==> src/rtl/lsac_pkg.sv <==
`default_nettype none
package lsac_pkg;
  localparam int Sets = 64;
  localparam int Ways = 4;
  localparam int BlockBytes = 64;
  localparam int OffW = $clog2(BlockBytes);
  localparam int SetW = (Sets > 1) ? $clog2(Sets) : 1;
  localparam int SetBits = $clog2(Sets);
  localparam int WayW = (Ways > 1) ? $clog2(Ways) : 1;
  localparam int TagW = 32 - OffW - SetBits;
  localparam int QDepth = 2;

  typedef enum logic {
    CMD_READ  = 1'b0,
    CMD_WRITE = 1'b1
  } cmd_t;

  typedef enum logic [1:0] {
    BK_CLEAR  = 2'd0,
    BK_IDLE   = 2'd1,
    BK_LOOKUP = 2'd2
  } back_state_t;

  typedef struct packed {
    cmd_t              cmd;
    logic [SetW-1:0]   set_idx;
    logic [TagW-1:0]   tag;
  } req_t;

  typedef struct packed {
    logic             hit;
    logic [1:0]       way;
    logic             evicted;
    logic             victim_dirty;
  } rsp_t;

  typedef struct packed {
    logic [Ways-1:0][TagW-1:0] tags;
    logic [Ways-1:0]           valid;
    logic [Ways-1:0]           dirty;
    logic [Ways-1:0][WayW-1:0] order;
  } set_word_t;

  localparam int SetWordW = $bits(set_word_t);
endpackage
`default_nettype wire

==> src/rtl/lsac_front.sv <==
`default_nettype none
module lsac_front (
  input  wire logic               clk,
  input  wire logic               rst_n,
  input  wire logic               in_tvalid,
  output logic                    in_tready,
  input  wire logic [1:0]         in_tuser,
  input  wire logic [31:0]        in_tdata,
  output logic                    q_valid,
  input  wire logic               q_ready,
  output lsac_pkg::req_t          q_req
);
  import lsac_pkg::*;

  req_t             buf_r [QDepth];
  logic [1:0]       cnt_r, cnt_nxt;
  logic             wp_r, wp_nxt, rp_r, rp_nxt;
  logic             push, pop;
  req_t             req_in;
  logic [31:0]      blk;

  assign blk = in_tdata >> OffW;
  always_comb begin
    req_in.cmd = cmd_t'(in_tuser[0]);
    req_in.set_idx = (Sets > 1) ? SetW'(blk) : '0;
    req_in.tag = TagW'(blk >> SetBits);
  end

  assign in_tready = (cnt_r != 2'(QDepth));
  assign push = in_tvalid && in_tready;
  assign q_valid = (cnt_r != 2'd0);
  assign pop = q_valid && q_ready;
  assign q_req = buf_r[rp_r];

  always_comb begin
    cnt_nxt = cnt_r + 2'(push) - 2'(pop);
    wp_nxt = push ? ~wp_r : wp_r;
    rp_nxt = pop ? ~rp_r : rp_r;
  end

  always_ff @(posedge clk) begin
    if (!rst_n) begin
      cnt_r <= '0;
      wp_r <= 1'b0;
      rp_r <= 1'b0;
    end else begin
      cnt_r <= cnt_nxt;
      wp_r <= wp_nxt;
      rp_r <= rp_nxt;
    end
    if (push) begin
      buf_r[wp_r] <= req_in;
    end
  end
endmodule
`default_nettype wire

==> config.mk <==
export PLATFORM = sky130hd
export DESIGN_NAME = lsac_front
export DESIGN_NICKNAME = d
export VERILOG_FILES = /design/src/rtl/lsac_pkg.sv /design/src/rtl/lsac_front.sv
export SDC_FILE = /design/constraint.sdc
export NUM_CORES = 1
export LEC_CHECK = 0
export ABC_AREA = 1
export BUFFER_PORTS_ARGS = -buffer_cell sky130_fd_sc_hd__buf_4
export CORE_UTILIZATION = 48
export CTS_BUF_LIST = sky130_fd_sc_hd__clkbuf_2
export DETAILED_ROUTE_END_ITERATION = 7
export GPL_TIMING_DRIVEN = 1
export HOLD_SLACK_MARGIN = 0.05
export PLACE_DENSITY = 0.78
export REMOVE_ABC_BUFFERS = 1
export SYNTH_ARGS = -nofsm -noshare
export SYNTH_HDL_FRONTEND = slang
export SYNTH_SLANG_ARGS = --single-unit
==> constraint.sdc <==
create_clock -name clk -period 2 [get_ports clk]
set_input_delay 0.1 -clock clk [delete_from_list [all_inputs] [get_ports clk]]
set_output_delay 0.1 -clock clk [all_outputs]
set_load 0.1 [all_outputs]
# [Yosys cells after proc, flatten, opt, wreduce, memory -nomap -nowiden]
# Memory sizes are Yosys's and may differ from the RTL's. A register that Yosys moved wholly into a read port is not among the register bits.
# Index checks and enable logic that the tools add are counted.
[totals] ram_bits=54 register_bits=4 out_inout_bits=29 n_memories=1 latchBits=0 rom_bits=0
[classes] multipliers=0 n_mux=4 n_reduce_logical=3 n_eq_ne=1 n_div=0 n_bitwise=2 shift=0 addsub=2 magnitude_cmp=0
[memory_table] memory="buf_r" depth=2 width=27 read_ports=1 rd_clocked_by_memory_dff=1 wr=1 line="lsac_front.sv:15" rtl="req_t buf_r [QDepth];"
[ops] op="$mux 1" n=4
[ops] op="$add 2x1->2" n=1
[ops] op="$logic_and 1x1->1" n=2
[ops] op="$ne 2x2->1 const B" n=1
[ops] op="$not 1->1" n=2
[ops] op="$reduce_bool 2->1" n=1
[ops] op="$sub 2x1->2" n=1

# [Depth between registers and ports, before layout]
[depth] depth_word=4 mapped_depth=11 depth_no_buf=11

# [Least setup slack after synthesis]
# Ideal clock, no wire load.
[synth_path] path_type="register to register" start="register cnt_r[0]" end="memory buf_r[0][0] (netlist name) (enable)" arrival_ns=2.433 stages_incl_launch_ff=5 setup_ns=0.411 setup_slack_ns=-0.844 required_time_ns=1.589 n_path_buf=0 path_cell_list="dfxtp_1 -> inv_1 -> nand2_1 -> nand2_1 -> nor2_1"
[synth_via] elab_chain_len=4
[synth_rtl] item="start: declaration" line="lsac_front.sv:16" rtl="logic [1:0] cnt_r, cnt_nxt;"
[synth_rtl] item="start signal: assignment" line="lsac_front.sv:47" rtl="cnt_r <= cnt_nxt;"
[synth_rtl] item="$ne 2x2->1" line="lsac_front.sv:29" rtl="assign in_tready = (cnt_r != 2'(QDepth));"
[synth_rtl] item="net in_tready" line="lsac_front.sv:6" rtl="output logic in_tready,"
[synth_rtl] item="$logic_and 1x1->1" line="lsac_front.sv:30" rtl="assign push = in_tvalid && in_tready;"
[synth_rtl] item="$mux 1" line="lsac_front.sv:51" rtl="if (push) begin"
[synth_rtl] item="$mux 1 (implied by the code)" line="lsac_front.sv:52" rtl="buf_r[wp_r] <= req_in;"
[synth_rtl] item="end: declaration" line="lsac_front.sv:15"
# The timed path passes the listed nets, and every way through them passes these cells.

==> results.py <==
metrics = {
    "outcome": {
        "outcome": "finished with violations",
        "violations": "design-rule violations",
    },
    "yosys": {
        "yosys-top-cells-count": "54 x edfxtp_1, 20 x mux2_4, 9 x nand2_1",
        "synth_edf_count": 54,
        "syn_avg_cell_area_um2": 19.10,
        "syn_inst": 120,
        "yosysMostFrequentCell": "edfxtp_1",
        "ys_ff_latch": 59,
        "ys_types": 12,
        "yosys_most_used_dff": "edfxtp_1",
        "async_flop_share_pct": 0,
        "yosys_warnings": 0,
        "synth_area_leader_cell": "edfxtp_1",
        "seq_area_frac_synth_pct": 75.11,
        "synth_area_um2": 2292,
        "netlist.area_leader.share_pct": 70.74,
        "synth_area_leaders": "edfxtp_1 71%, mux2_4 13%, dfxtp_1 4.4%",
    },
    "placed_design": {
        "portBuffers": 59,
        "routabilityCongestion": 0.7127,
        "place_hpwl_um": 2807,
        "placed_area_um2": 2803,
        "dp.cells": 233,
        "dp_slack_ns": 0.4036,
    },
    "timing": {
        "finalSetupViolCount": 0,
        "holdWs_ns": 0.3667,
        "rsz0062_at_grt": "false",
        "fin_worst_skew_ns": 0.009562,
        "tightest_slew_ns": 0.3681,
        "period_needed_ns": 1.850,
        "max_slew_margin_pct": 75.44,
        "finalMaxSlewViolations": 0,
        "period_share_pct": 92.51,
        "layout_setup_ws_ns": 0.1498,
        "hold_violations": 0,
        "fmaxAchievable_mhz": 540.5,
        "fin_tns_setup_ns": 0,
    },
    "final_layout": {
        "num_antenna_cells": 0,
        "area_growth_pct": 40.01,
        "multi_input_area_um2": 495.5,
        "fin_area_um2": 3209,
        "final_layout_size_suffix_gt1_share_pct": 47.58,
        "fill_cells": 289,
        "fin_util_pct": 71.73,
        "regArea_um2": 1725,
        "stdcell_count": 279,
        "nNetsFinal": 262,
    },
    "floorplanning": {
        "initial_core_util_pct": 51.23,
        "num_io_pins": 67,
        "die_w_um": 71.11,
        "row_count": 24,
        "coreArea_um2": 4474,
        "die_area_um2": 5056,
        "die_h_um": 71.11,
    },
    "critical_path": {
        "cp_data_arrival_time_ns": 1.75,
        "critPathRequiredTime_ns": 1.90,
        "path_class": "register to primary output",
        "cp-start-kind": "register",
        "setup.worst_path.end_class": "primary output",
        "worst_r2r_path_depth": 11,
        "crit_fanout": 17,
        "crit-reg2reg-launch": "cnt_r[0]",
        "rr_endpoint": "cnt_r[1]",
        "r2r_slack_ns": 0.37,
    },
    "route": {
        "drt_iter0_markers": 59,
        "drt_first_pass_iters": 8,
        "routed-via-count": 1360,
        "drt_wl_total_um": 4144,
        "detail_route.wl_per_cell_um": 14.85,
        "ant_nets": 0,
        "viasPerCell": 4.875,
        "drc": 5,
    },
    "power": {
        "switchingPower_mw": 2.234,
        "pwr-share-clk_pct": 14.7,
        "peakVddDrop_uv": 1295,
        "switching_share_pct": 47.11,
        "p_per_area_nw_per_um2": 1477,
        "p_seq_share_pct": 35.1,
        "pwr-share-comb_pct": 50.2,
        "total_power_mw": 4.742,
        "power_leakage_nw": 1.327,
        "p_int_mw": 2.508,
    },
    "clocking": {
        "cts-htree-levels": 3,
        "cts_sinks": 59,
        "clock_latency_ns": 0.44,
        "tritoncts": "built",
        "cts_root_buffer": "clkbuf_2",
        "post-cts-setup-buffers": 0,
        "numCtsBuffers": 9,
        "clk_pin_slew_ns": 0.15,
        "cts_buffer_depth": 2,
    },
    "hold_path": {
        "hold_start": "in_tdata[22]",
        "min_path_cells": 2,
        "holdPathEnd": "buf_r[0][10]",
        "hp-class": "input pin to register",
    },
    "flow_run": {
        "max-cap-violations": 0,
    },
    "global_route": {
        "grt_pass1_vias": 1420,
        "grt_pass1_wl_um": 6513,
        "antenna_found_initial": 0,
        "grt.total_usage_pct": 18.03,
        "grt_max_degree": 18,
        "overflow": 0,
    },
}
cell type report:
cell class                 instances  share of cell area [%]
inverter                           7                  0.8187
sequential                        59                   53.76
timing repair buffer              94                   24.72
multi-input combinational         51                   15.44
clock buffer                      13                   2.027
tap                               52                   2.027
clock inverter                     3                   1.209
registers in the layout, summed over array words and instances (netlist names), named ones only:
name,count
buf_r,54
wp_r,1
rp_r,1
cnt_r,2
cell usage in the layout, fill, tap and decap left out, types with 2 or more instances in the layout:
master,count
nand3_1,3
a21oi_1,2
dfxtp_1,4
clkbuf_2,13
nor2_1,7
inv_1,7
mux2_2,7
dlygate4sd3_1,30
buf_4,63
mux2_4,20
nand2_1,9
ha_1,2
edfxtp_1,54
routing by layer:
metal	GRT usage (%)	up-vias	part of all wire, %
li1	-	650	-
met1	19.53	638	41
met2	31.20	61	51
met3	6.410	11	6.5
met4	9.333	0	2.1
met5	0	-	0
how the worst max path moves through the flow:
stage | start | to | slack [ns] | depth (start not counted)
finish | register | q_req[1] | 0.15 | 3
global route | register | q_req[1] | 0.05 | 3
CTS | register | q_req[1] | 0.07 | 3
detailed placement | cnt_r[0] | buf_r[0][10] | 0.40 | 5
global placement | cnt_r[0] | buf_r[0][7] | 0.51 | 5
floorplan | cnt_r[0] | buf_r[0][0] | -0.84 | 4
cells by family (layout without fill, tap and decap cells):
kind of cell / count (synthesis) / count (layout) / share of synthesized area, %
AND/OR/NAND/NOR: 20 / 20 / 3.439
multiplexers: 27 / 27 / 16.54
buffers and inverters: 10 / 117 / 3.385
flip-flops: 59 / 59 / 75.11
AO/OA/AOI/OAI: 2 / 2 / 0.4367
adder cells (fa/ha/maj): 2 / 2 / 1.092
power by group through the flow:
stage	registers [mW]	logic, mW	clock network (mW)
global route	1.68	2.46	0.767
floorplan	1.70	1.85	0
finish	1.67	2.38	0.695
detailed placement	1.69	2.34	0
CTS	1.67	2.39	0.720
global placement	1.67	2.29	0
worst max-delay path, stage by stage, from the launching register on:
cell and delay (ns):
dfxtp_4 0.51, buf_12 0.21, mux2_2 0.36, buf_4 0.24
timing repair:
item	CTS	global route
gates resized for setup	1	0
endpoints found under the setup margin	5	0
hold endpoints to repair	59	0
hold buffers	30	0
(Power assumes the default switching activity.)
